--- config.mk ---
export PLATFORM = sky130hd
export DESIGN_NAME = marker_rle_byte_decoder
export DESIGN_NICKNAME = d
export VERILOG_FILES = /design/src/sv/mrbd_pkg.sv /design/src/sv/mrbd_ctrl.sv /design/src/sv/mrbd_datapath.sv /design/src/sv/marker_rle_byte_decoder.sv
export SDC_FILE = /design/constraint.sdc
export NUM_CORES = 1
export LEC_CHECK = 0
export BUFFER_PORTS_ARGS = -buffer_cell sky130_fd_sc_hd__buf_2
export CAP_MARGIN = 5
export CELL_PAD_IN_SITES_DETAIL_PLACEMENT = 2
export CELL_PAD_IN_SITES_GLOBAL_PLACEMENT = 2
export CORE_MARGIN = 4
export CORE_UTILIZATION = 39
export CTS_BUF_LIST = sky130_fd_sc_hd__clkbuf_4 sky130_fd_sc_hd__clkbuf_8
export CTS_CLUSTER_DIAMETER = 150
export DETAILED_ROUTE_END_ITERATION = 7
export GPL_TIMING_DRIVEN = 0
export MAX_ROUTING_LAYER = met4
export PLACE_DENSITY = 0.79
export SYNTH_ARGS = -nofsm -noshare
export SYNTH_HDL_FRONTEND = slang
export SYNTH_SLANG_ARGS = --single-unit
--- constraint.sdc ---
create_clock -name clk -period 5.9 [get_ports clk]
set_input_delay 0.295 -clock clk [delete_from_list [all_inputs] [get_ports clk]]
set_output_delay 0.295 -clock clk [all_outputs]
set_load 0.02 [all_outputs]
--- src/sv/mrbd_pkg.sv ---
// shared types and constants for the marker run-length byte decoder
// no dependencies; imported by mrbd_ctrl, mrbd_datapath and the top level
package mrbd_pkg;

  localparam logic [7:0] MARKER_RESET = 8'h42;
  localparam int unsigned HDR_BYTES = 4;
  localparam int unsigned OUT_DATA_W = 72;

  typedef enum logic [4:0] {
    ST_HDR    = 5'b00001,
    ST_TOKEN  = 5'b00010,
    ST_SYMBOL = 5'b00100,
    ST_COUNT  = 5'b01000,
    ST_EMIT   = 5'b10000
  } mrbd_state_t;

  typedef struct packed {
    logic hdr_shift;
    logic hdr_load;
    logic load_lit;
    logic load_sym;
    logic load_cnt;
    logic emit;
  } mrbd_cmd_t;

  typedef struct packed {
    logic is_marker;
    logic len_zero;
    logic run_last;
    logic block_end;
  } mrbd_stat_t;

endpackage

--- src/sv/mrbd_ctrl.sv ---
// parse controller: header, token, symbol, count and emit states
// depends on mrbd_pkg; drives mrbd_datapath through mrbd_cmd_t
module mrbd_ctrl
  import mrbd_pkg::*;
(
  input  logic       clk,
  input  logic       rst_n,
  input  logic       in_tvalid,
  output logic       in_tready,
  output logic       out_tvalid,
  input  logic       out_tready,
  input  mrbd_stat_t stat,
  output mrbd_cmd_t  cmd
);

  mrbd_state_t state_r, state_nxt;
  logic [1:0]  hdr_idx_r, hdr_idx_nxt;
  logic        out_valid_r, out_valid_nxt;
  logic        in_acc;
  logic        slot_free;

  assign in_tready  = (state_r != ST_EMIT);
  assign in_acc     = in_tvalid && in_tready;
  assign slot_free  = !out_valid_r || out_tready;
  assign out_tvalid = out_valid_r;

  always_comb begin
    state_nxt   = state_r;
    hdr_idx_nxt = hdr_idx_r;
    cmd         = '0;
    unique case (state_r)
      ST_HDR: begin
        if (in_acc) begin
          cmd.hdr_shift = 1'b1;
          if (hdr_idx_r == 2'(HDR_BYTES - 1)) begin
            cmd.hdr_load = 1'b1;
            hdr_idx_nxt  = '0;
            state_nxt    = stat.len_zero ? ST_HDR : ST_TOKEN;
          end else begin
            hdr_idx_nxt = hdr_idx_r + 2'd1;
          end
        end
      end
      ST_TOKEN: begin
        if (in_acc) begin
          if (stat.is_marker) begin
            state_nxt = ST_SYMBOL;
          end else begin
            cmd.load_lit = 1'b1;
            state_nxt    = ST_EMIT;
          end
        end
      end
      ST_SYMBOL: begin
        if (in_acc) begin
          cmd.load_sym = 1'b1;
          state_nxt    = ST_COUNT;
        end
      end
      ST_COUNT: begin
        if (in_acc) begin
          cmd.load_cnt = 1'b1;
          state_nxt    = ST_EMIT;
        end
      end
      ST_EMIT: begin
        if (slot_free) begin
          cmd.emit = 1'b1;
          if (stat.run_last) state_nxt = stat.block_end ? ST_HDR : ST_TOKEN;
        end
      end
      default: state_nxt = ST_HDR;
    endcase
  end

  always_comb begin
    out_valid_nxt = out_valid_r;
    if (out_tready) out_valid_nxt = 1'b0;
    if (cmd.emit)   out_valid_nxt = 1'b1;
  end

  always_ff @(posedge clk) begin
    if (!rst_n) begin
      state_r     <= ST_HDR;
      hdr_idx_r   <= '0;
      out_valid_r <= 1'b0;
    end else begin
      state_r     <= state_nxt;
      hdr_idx_r   <= hdr_idx_nxt;
      out_valid_r <= out_valid_nxt;
    end
  end

endmodule

--- src/sv/mrbd_datapath.sv ---
// datapath: marker register, header shift, block and run counters, output word
// depends on mrbd_pkg; commanded by mrbd_ctrl
module mrbd_datapath
  import mrbd_pkg::*;
#(
  parameter int unsigned OUT_LANES   = 8,
  parameter int unsigned LENGTH_BITS = 32
) (
  input  logic                  clk,
  input  logic                  rst_n,
  input  logic [7:0]            in_byte,
  input  logic                  cfg_wr,
  input  logic [7:0]            cfg_byte,
  input  mrbd_cmd_t             cmd,
  output mrbd_stat_t            stat,
  output logic [OUT_DATA_W-1:0] out_data
);

  localparam int unsigned CW = (LENGTH_BITS > 9) ? LENGTH_BITS : 9;
  localparam logic [3:0]  LANES4 = 4'(OUT_LANES);

  logic [7:0]             marker_r;
  logic [31:0]            len_shift_r;
  logic [31:0]            len_shift_nxt;
  logic [LENGTH_BITS-1:0] bytes_left_r;
  logic [8:0]             run_left_r;
  logic [7:0]             symbol_r;
  logic [OUT_DATA_W-1:0]  out_data_r;

  logic [8:0]             run_req;
  logic [CW-1:0]          req_ext;
  logic [CW-1:0]          left_ext;
  logic [8:0]             run_load;
  logic [3:0]             cnt;
  logic [63:0]            word;

  assign len_shift_nxt  = {in_byte, len_shift_r[31:8]};
  assign stat.len_zero  = (len_shift_nxt[LENGTH_BITS-1:0] == '0);
  assign stat.is_marker = (in_byte == marker_r);

  // requested run length, cut at what the block still owes
  assign run_req  = cmd.load_lit ? 9'd1 : ((in_byte == 8'd0) ? 9'd256 : {1'b0, in_byte});
  assign req_ext  = CW'(run_req);
  assign left_ext = CW'(bytes_left_r);
  assign run_load = (left_ext < req_ext) ? left_ext[8:0] : run_req;

  assign stat.run_last  = (run_left_r <= 9'(OUT_LANES));
  assign cnt            = stat.run_last ? run_left_r[3:0] : LANES4;
  assign stat.block_end = (bytes_left_r == LENGTH_BITS'(cnt));

  always_comb begin
    for (int i = 0; i < 8; i++) begin
      word[8*i +: 8] = (4'(i) < cnt) ? symbol_r : 8'd0;
    end
  end

  always_ff @(posedge clk) begin
    if (!rst_n) begin
      marker_r     <= MARKER_RESET;
      bytes_left_r <= '0;
    end else begin
      if (cfg_wr) marker_r <= cfg_byte;
      if (cmd.hdr_load) bytes_left_r <= len_shift_nxt[LENGTH_BITS-1:0];
      else if (cmd.emit) bytes_left_r <= bytes_left_r - LENGTH_BITS'(cnt);
    end
  end

  always_ff @(posedge clk) begin
    if (cmd.hdr_shift) len_shift_r <= len_shift_nxt;
    if (cmd.load_sym)  symbol_r <= in_byte;
    if (cmd.load_lit)  symbol_r <= in_byte;
    if (cmd.load_lit || cmd.load_cnt) run_left_r <= run_load;
    else if (cmd.emit) run_left_r <= run_left_r - 9'(cnt);
    if (cmd.emit) out_data_r <= {2'b00, stat.block_end, stat.run_last, cnt, word};
  end

  assign out_data = out_data_r;

  a_emit_nonempty: assert property (@(posedge clk) disable iff (!rst_n)
    cmd.emit |-> run_left_r != 9'd0)
    else $error("word emitted with empty run");

  a_run_within_block: assert property (@(posedge clk) disable iff (!rst_n)
    cmd.emit |-> CW'(run_left_r) <= CW'(bytes_left_r))
    else $error("run exceeds block remainder");

  a_last_word_drains: assert property (@(posedge clk) disable iff (!rst_n)
    (cmd.emit && stat.run_last) |=> run_left_r == 9'd0)
    else $error("run counter not drained after last word");

endmodule

--- src/sv/marker_rle_byte_decoder.sv ---
// top level of the marker run-length byte decoder
// depends on mrbd_pkg, mrbd_ctrl and mrbd_datapath
//
// Decodes a byte stream of blocks, each opened by a 4-beat little-endian
// output length, then tokens: a byte equal to the escape marker is followed
// by a symbol beat and a count beat (count 0 means 256), any other byte is a
// single literal. Decoded bytes leave as words of up to OUT_LANES copies of
// one symbol, cut at the block length; after the block's last byte the next
// input beat opens a new header. Header, marker and symbol beats only move
// the parser on; a literal is accepted, then leaves as one output word; a
// count beat is accepted, then its run (n bytes after truncation) leaves as
// ceil(n / OUT_LANES) words, loaded into the single output register one word
// per cycle while the receiver keeps it free; input is held while a run
// expands. The input side reopens as soon as the last word of a run sits in
// the output register, so the next beat can be taken while that word waits.
module marker_rle_byte_decoder
  import mrbd_pkg::*;
#(
  parameter int unsigned OUT_LANES   = 8,
  parameter int unsigned LENGTH_BITS = 32
) (
  input  logic                  clk,
  input  logic                  rst_n,
  // escape marker write channel
  input  logic                  cfg_valid,
  output logic                  cfg_ready,
  input  logic [7:0]            cfg_data,    // [7:0] escape_marker
  // compressed byte stream
  input  logic                  in_tvalid,
  output logic                  in_tready,
  input  logic [7:0]            in_tdata,    // [7:0] coded_byte
  // decoded words
  output logic                  out_tvalid,
  input  logic                  out_tready,
  output logic [OUT_DATA_W-1:0] out_tdata    // [63:0] out_bytes, [67:64] byte_count,
                                             // [68] run_done, [69] block_done, [71:70] zero
);

  mrbd_cmd_t  cmd;
  mrbd_stat_t stat;

  // marker register is always writable; the user must write it only while idle, the block does not enforce it
  assign cfg_ready = 1'b1;

  mrbd_ctrl u_ctrl (
    .clk        (clk),
    .rst_n      (rst_n),
    .in_tvalid  (in_tvalid),
    .in_tready  (in_tready),
    .out_tvalid (out_tvalid),
    .out_tready (out_tready),
    .stat       (stat),
    .cmd        (cmd)
  );

  mrbd_datapath #(
    .OUT_LANES   (OUT_LANES),
    .LENGTH_BITS (LENGTH_BITS)
  ) u_datapath (
    .clk      (clk),
    .rst_n    (rst_n),
    .in_byte  (in_tdata),
    .cfg_wr   (cfg_valid && cfg_ready),
    .cfg_byte (cfg_data),
    .cmd      (cmd),
    .stat     (stat),
    .out_data (out_tdata)
  );

endmodule

==> results.py, run 1 <==
metrics = {
    "status": {
        "status": "complete, no violations",
    },
    "global_routing": {
        "use_met1_pct": 28.7,
        "grt_max_degree": 71,
        "grt_pass1_wl_mm": 39.2,
        "grt.overflow.total": 0,
        "top_usage_layer": "met2",
        "grt_use_total_pct": 24.5,
        "grt_pass1_vias": 6611,
        "grt_util_met2_pct": 43.0,
        "use_met3_pct": 3.83,
        "antenna_found_initial": 0,
    },
    "die": {
        "start_util_pct": 39.7,
        "die_area_um2": 21300,
        "die_w_um": 146,
        "ios": 96,
        "core_area_um2": 18700,
        "rows": 50,
        "die_height_um": 146,
    },
    "worst_setup_path": {
        "cp.depth": 14,
        "rr_worst_depth": 14,
        "cpLargestDelayFamily": "simple AND/OR/NAND/NOR gates",
        "crit_path_end_kind": "flop",
        "r2r-start": "u_datapath.run_left_r[7]",
        "worstSetupEndpoint": "u_datapath.bytes_left_r[22]",
        "path_class": "reg -> reg",
        "worstSetupStartpointType": "flop",
        "crit_chain": "nor4_1, and2_1, clkbuf_1, inv_1, clkbuf_1, nor2_1, ha_1, fa_1, nor2b_1, o21ai_0, nand4b_1, or4_1, nand3_1, a21oi_1",
        "crit_top_cell": "clkbuf_1",
        "r2r_setup_slack_ns": 1.56,
        "arrival_ns": 4.69,
        "critPathMaxStageDelay_ns": 0.55,
        "cp_max_fo": 10,
        "cp_data_required_time_ns": 6.25,
        "crit_slowest_cell": "o21ai_0",
        "r2r_end": "u_datapath.bytes_left_r[22]",
        "cp_num_buf_inv": 3,
        "crit_path_start": "u_datapath.run_left_r[7]",
    },
    "clocking": {
        "postCtsHoldBufs": 0,
        "cts_tree": "done",
        "cts_setup_buffers": 0,
        "clkTransAtPathRegs_ns": 0.11,
        "cts_buffer_depth": 2,
        "post_cts_resized": 0,
        "clock-sinks": 159,
        "htree_levels": 4,
        "cts_made_buffers": 17,
        "insertion_delay_ns": 0.48,
        "clock-root-buffer": "clkbuf_8",
    },
    "power": {
        "power.static_leakage_uw": 0.00320,
        "p_per_area_nw_per_um2": 377,
        "ir_worst_vdd_mv": 0.166,
    },
    "timing": {
        "finClkSkew_ns": 0.0150,
        "slew_viol_final": 0,
        "slew_headroom_pct": 30.5,
        "tightest_slew_ns": 1.04,
        "finalSetupTns_ns": 0,
        "finalWorstSetupSlack_ns": 1.56,
        "setup_violations": 0,
        "fin_crit_ns": 4.34,
        "max_freq_ghz": 0.230,
        "rsz0062_at_grt": "false",
        "final_hold_viol_count": 0,
        "fin_crit_sh_pct": 73.6,
        "hold_slack_ns": 0.0470,
    },
    "finish": {
        "drive_gt1_share_pct": 17.6,
        "diodes": 0,
        "area_growth_pct": 16.7,
        "final_common_cell": "edfxtp_1",
        "post-route-cell-area_um2": 8660,
        "fin_util_pct": 46.3,
        "mostFrequentLayoutCells": "111 x edfxtp_1, 95 x buf_2, 51 x and2_1",
        "nets": 831,
        "fillers": 1937,
    },
    "job": {
        "cap_violations": 0,
    },
    "drt": {
        "final_antenna_net_count": 0,
        "viasPerCell": 5.83,
        "drc": 0,
        "dr.pass1.iters": 5,
        "dr_total_vias": 6077,
        "avgRoutedWirePerCell_um": 24.3,
        "finalWirelength_mm": 25.4,
        "drtIter0Drc": 381,
    },
    "placed_design": {
        "place_ws_ns": 1.70,
        "port_buffers": 90,
        "post_dp_cell_area_um2": 8240,
        "gp_congestion": 0.854,
        "dp_hpwl_mm": 18.5,
    },
    "hold_path": {
        "min_path_type": "in -> reg",
    },
    "yosys": {
        "syn_area_um2": 7420,
        "yosysUniqueCellTypes": 60,
        "synth_edf_count": 111,
        "synthArstFlopShare_pct": 0,
        "syn_area_per_cell_um2": 10.9,
        "seq_area_frac_synth_pct": 57.8,
        "netlist_instances": 680,
        "ys_ff_latch": 159,
        "ys_warn_count": 0,
        "synthFlopType": "edfxtp_1",
    },
}
synthesized netlist by cell type (all sizes together), types with 12 or more instances:
library cell / count / area (µm²)
nor4: 24 / 150
and2: 51 / 319
xnor2: 14 / 123
nand2: 44 / 165
nor2b: 22 / 138
inv: 17 / 63.8
a21oi: 41 / 205
edfxtp: 111 / 3330
ha: 14 / 175
mux2i: 12 / 120
clkbuf: 31 / 118
nor2: 50 / 188
nor3: 18 / 90.1
o21ai: 35 / 175
o211ai: 12 / 90.1
dfxtp: 48 / 961
sequential cells by signal, summed over array words and instances, names as in the netlist:
name	cells
u_datapath.bytes_left_r	32
u_ctrl.out_tvalid	1
u_datapath.run_left_r	9
u_ctrl.state_r	5
u_datapath.len_shift_r	24
u_datapath.symbol_r	8
u_ctrl.hdr_idx_r	2
u_datapath.out_data	70
u_datapath.marker_r	8
cell families after synthesis:
kind of cell | synth area share (%)
and+or+nand+nor | 20.4
DFF | 57.8
AOI/OAI and AO/OA | 12.2
buffers and inverters | 3.07
xor gates and xnor gates | 2.12
adders and majority gates | 2.63
muxes | 1.62
other | 0.101
area by class of cell:
type | count | area, µm² | share of cell area (%)
repair buffers | 94 | 498 | 5.75
clock buffers | 17 | 234 | 2.70
plain buffers | 38 | 164 | 1.89
multi-input cells | 467 | 2920 | 33.7
clock inverters | 15 | 191 | 2.21
well taps | 234 | 293 | 3.38
flip-flops and latches | 159 | 4290 | 49.6
inverters | 18 | 67.6 | 0.780
worst min-delay path, delay by kind of cell:
| family | cells | cell delay (ns) |
|---|---|---|
| and+or+nand+nor | 1 | 0.06 |
| muxes | 1 | 0.06 |
| buffers and inverters | 1 | 0.08 |
layer usage:
layer	part of all wire, %	wire, µm	vias to the layer above
li1	-	-	2757
met1	42	10600	3111
met2	52	13200	166
met3	3.8	953	43
met4	2.6	667	0
met5	0	0	-
report_power, final:
group          switching, µW  internal (µW)
Combinational            606            302
Sequential               121           1370
Clock                    505            363
metrics by stage:
stage               std cells  total power, µW
floorplan                 682             2080
global placement         1006             2330
detailed placement       1010             2400
CTS                      1042             3280
global route             1042             3440
finish                   1042             3270
worst min-delay path by stage:
| stage | from | endpoint | slack, ns | cells after the start |
|---|---|---|---|---|
| 6_report | cfg_data[6] | u_datapath.marker_r[6] | 0.05 | 3 |
| 5_1_grt | cfg_data[6] | u_datapath.marker_r[6] | 0.03 | 3 |
| 4_1_cts | cfg_data[6] | u_datapath.marker_r[6] | 0.02 | 3 |
| 3_5_place_dp | u_datapath.len_shift_r[25] | u_datapath.len_shift_r[17] | 0.46 | 0 |
| 3_3_place_gp | u_ctrl.hdr_idx_r[1] | u_ctrl.hdr_idx_r[1] | 0.45 | 2 |
| 2_1_floorplan | in_tdata[0] | u_datapath.len_shift_r[24] | 0.39 | 0 |
(Power assumes the default switching activity.)
==> run 2, diff against run 1 <==
--- a/config.mk
+++ b/config.mk
@@ -5,18 +5,19 @@
 export SDC_FILE = /design/constraint.sdc
 export NUM_CORES = 1
 export LEC_CHECK = 0
+export ABC_AREA = 1
 export BUFFER_PORTS_ARGS = -buffer_cell sky130_fd_sc_hd__buf_2
 export CAP_MARGIN = 5
 export CELL_PAD_IN_SITES_DETAIL_PLACEMENT = 2
 export CELL_PAD_IN_SITES_GLOBAL_PLACEMENT = 2
 export CORE_MARGIN = 4
-export CORE_UTILIZATION = 39
+export CORE_UTILIZATION = 37
 export CTS_BUF_LIST = sky130_fd_sc_hd__clkbuf_4 sky130_fd_sc_hd__clkbuf_8
 export CTS_CLUSTER_DIAMETER = 150
 export DETAILED_ROUTE_END_ITERATION = 7
 export GPL_TIMING_DRIVEN = 0
 export MAX_ROUTING_LAYER = met4
-export PLACE_DENSITY = 0.79
+export PLACE_DENSITY = 0.78
 export SYNTH_ARGS = -nofsm -noshare
 export SYNTH_HDL_FRONTEND = slang
 export SYNTH_SLANG_ARGS = --single-unit
==> constraint.sdc (replaced) <==
create_clock -name clk -period 4.1 [get_ports clk]
set_input_delay 0.205 -clock clk [delete_from_list [all_inputs] [get_ports clk]]
set_output_delay 0.205 -clock clk [all_outputs]
set_load 0.02 [all_outputs]
==> run 2 against run 1 <==
Against the previous run:
- via count rose by 2.0%
- clock power is 35% higher
- first-iteration DRC count is 3.9% lower
- sequential power is 32% higher
- design area rose by 1.9%
- die area is 6.3% higher
==> results.py, run 2 <==
metrics = {
    "worst_setup_path": {
        "cp_data_required_time_ns": 4.50,
        "cp_max_fo": 7,
        "arrival_ns": 4.19,
        "crit_path_end_kind": "flop",
        "worstSetupStartpointType": "flop",
        "path_class": "reg -> reg",
    },
    "finish": {
        "post-route-cell-area_um2": 8830,
        "final_common_cell": "nand2_1",
        "diodes": 0,
        "area_growth_pct": 17.5,
        "drive_gt1_share_pct": 19.1,
        "mostFrequentLayoutCells": "173 x nand2_1, 130 x nor2_1, 111 x edfxtp_1",
        "nets": 961,
        "largest_reg_flops": 70,
        "fillers": 2142,
    },
    "yosys": {
        "synth_edf_count": 111,
        "seq_area_frac_synth_pct": 57.1,
        "yosysMostFrequentCell": "nand2_1",
        "netlist_instances": 803,
        "ys_warn_count": 0,
        "synthTopCellsByArea": "edfxtp_1 44%, dfxtp_1 13%, nand2_1 8.7%",
        "yosysTopAreaCell": "edfxtp_1",
        "ys_top_cells_by_count": "174 x nand2_1, 132 x nor2_1, 111 x edfxtp_1, 92 x inv_1, 48 x dfxtp_1",
        "yosysTopAreaCellShare_pct": 44.4,
        "syn_area_per_cell_um2": 9.36,
        "syn_area_um2": 7510,
        "synthFlopType": "edfxtp_1",
        "synthArstFlopShare_pct": 0,
        "ys_ff_latch": 159,
        "yosysUniqueCellTypes": 50,
    },
    "timing": {
        "finalSetupTns_ns": 0,
        "slew_viol_final": 0,
        "final_hold_viol_count": 0,
        "fin_crit_sh_pct": 92.6,
        "finClkSkew_ns": 0.0131,
        "fin_crit_ns": 3.79,
        "tightest_slew_ns": 1.03,
        "setup_violations": 0,
        "max_freq_ghz": 0.264,
        "slew_headroom_pct": 30.5,
    },
    "drt": {
        "dr_total_vias": 6199,
        "avgRoutedWirePerCell_um": 21.3,
        "viasPerCell": 5.15,
        "drc": 0,
        "final_antenna_net_count": 0,
        "dr.pass1.iters": 5,
        "finalWirelength_mm": 25.6,
        "drtIter0Drc": 366,
    },
    "power": {
        "ir_worst_vdd_mv": 0.179,
        "p_per_area_nw_per_um2": 428,
        "power.static_leakage_uw": 0.00376,
    },
    "clocking": {
        "htree_levels": 4,
        "insertion_delay_ns": 0.47,
        "clock-root-buffer": "clkbuf_8",
        "clkTransAtPathRegs_ns": 0.10,
        "clock-sinks": 159,
        "cts_made_buffers": 17,
        "cts_tree": "done",
        "cts_buffer_depth": 2,
    },
    "hold_path": {
        "min_path_type": "in -> reg",
    },
    "status": {
        "status": "complete, no violations",
    },
    "die": {
        "start_util_pct": 38.1,
        "die_area_um2": 22700,
        "rows": 51,
        "ios": 96,
        "die_w_um": 151,
        "core_area_um2": 19700,
        "die_height_um": 151,
    },
    "global_routing": {
        "grt_pass1_vias": 6822,
        "grt_pass1_wl_mm": 40.0,
        "grt_use_total_pct": 24.1,
        "grt.overflow.total": 0,
        "antenna_found_initial": 0,
        "grt_max_degree": 80,
    },
    "placed_design": {
        "dp_hpwl_mm": 19.5,
        "gp_congestion": 0.883,
        "post_dp_cell_area_um2": 8320,
        "port_buffers": 92,
    },
    "job": {
        "cap_violations": 0,
    },
}
## run 2: cell types whose count changed after synthesis, moves of 18 or more
cell / previous run / this run
nand2_1: 44 / 174
o21ai_0: 35 / 16
nand3_1: 10 / 34
nor2b_1: 22 / 0
a21oi_1: 41 / 23
clkbuf_1: 30 / 6
nor2_1: 50 / 132
inv_1: 16 / 92
and2_1: 51 / 1
## run 2: timing repair
action	4_1_cts	5_1_grt
buffers inserted	0	2
pin swaps	0	0
endpoints found under the setup margin	1	13
gates resized for setup	1	8
hold buffers	7	0
endpoints found under the hold margin	8	0
## run 2: power breakdown
| part | switching [µW] | internal (µW) |
|---|---|---|
| logic | 435 | 195 |
| clock network | 663 | 511 |
| registers | 97.3 | 1880 |
| total | 1200 | 2580 |
## run 2: metal layers
layer | vias to the layer above | part of all wire [%] | GRT usage, %
met5 | - | 0 | -
met4 | 0 | 1.8 | 7.50
met3 | 33 | 2.8 | 3.19
met2 | 121 | 54 | 43.6
met1 | 3139 | 42 | 27.7
li1 | 2906 | - | -
## run 2: cell type report
cell class,count,area (µm²),area share [%]
buffer,18,92.6,1.05
clock buffer,18,241,2.73
clock inverter,14,149,1.69
inverter,98,370,4.19
multi-input combinational,530,2810,31.8
sequential,159,4290,48.6
tap,265,332,3.75
timing repair buffer,101,546,6.18
## run 2: per-stage QoR
| step | setup WS, ns | hold WS, ns | power (µW) | util, % | cells |
|---|---|---|---|---|---|
| floorplan | 1.05 | 0.304 | 2380 | - | 805 |
| global placement | 0.390 | 0.422 | 2540 | 42.2 | 1162 |
| detailed placement | -0.00825 | 0.444 | 2610 | 42.2 | 1162 |
| CTS | 0.104 | 0.00196 | 3790 | 44.5 | 1201 |
| global route | -0.0362 | 0.0182 | 3950 | 44.8 | 1203 |
| finish | 0.305 | 0.0255 | 3780 | 44.8 | 1203 |
## run 2: final timing paths
kind	start	to	slack, ns	depth (start not counted)
hold / removal	cfg_data[5]	u_datapath.marker_r[5]	0.03	3
hold reg to reg	u_datapath.len_shift_r[21]	u_datapath.len_shift_r[13]	0.49	0
setup reg to reg	u_datapath.run_left_r[6]	u_datapath.bytes_left_r[24]	0.31	18
setup / recovery	u_datapath.run_left_r[6]	u_datapath.bytes_left_r[24]	0.31	18
## run 2: logic make-up after synthesis
kind of cell             synth area share [%]
adder cells (fa/ha/maj)                  2.60
XOR/XNOR                                 3.15
flip-flops                               57.1
other                                  0.0999
AO/OA/AOI/OAI                            7.21
buffers and inverters                    6.13
AND/OR/NAND/NOR                          23.7
## run 2: critical path: stages (launching register included)
cell	delay (ns)
edfxtp_1	0.41
nor2_1	0.12
inv_1	0.07
nor3_2	0.19
nand2_1	0.18
nor2_2	0.20
inv_2	0.13
nor2_2	0.29
ha_1	0.26
fa_1	0.24
nor2_1	0.09
a211oi_4	0.30
nand2_1	0.16
nor2_1	0.26
nand2_1	0.20
nor2_1	0.22
xor2_1	0.16
nand2_1	0.06
a31oi_1	0.17
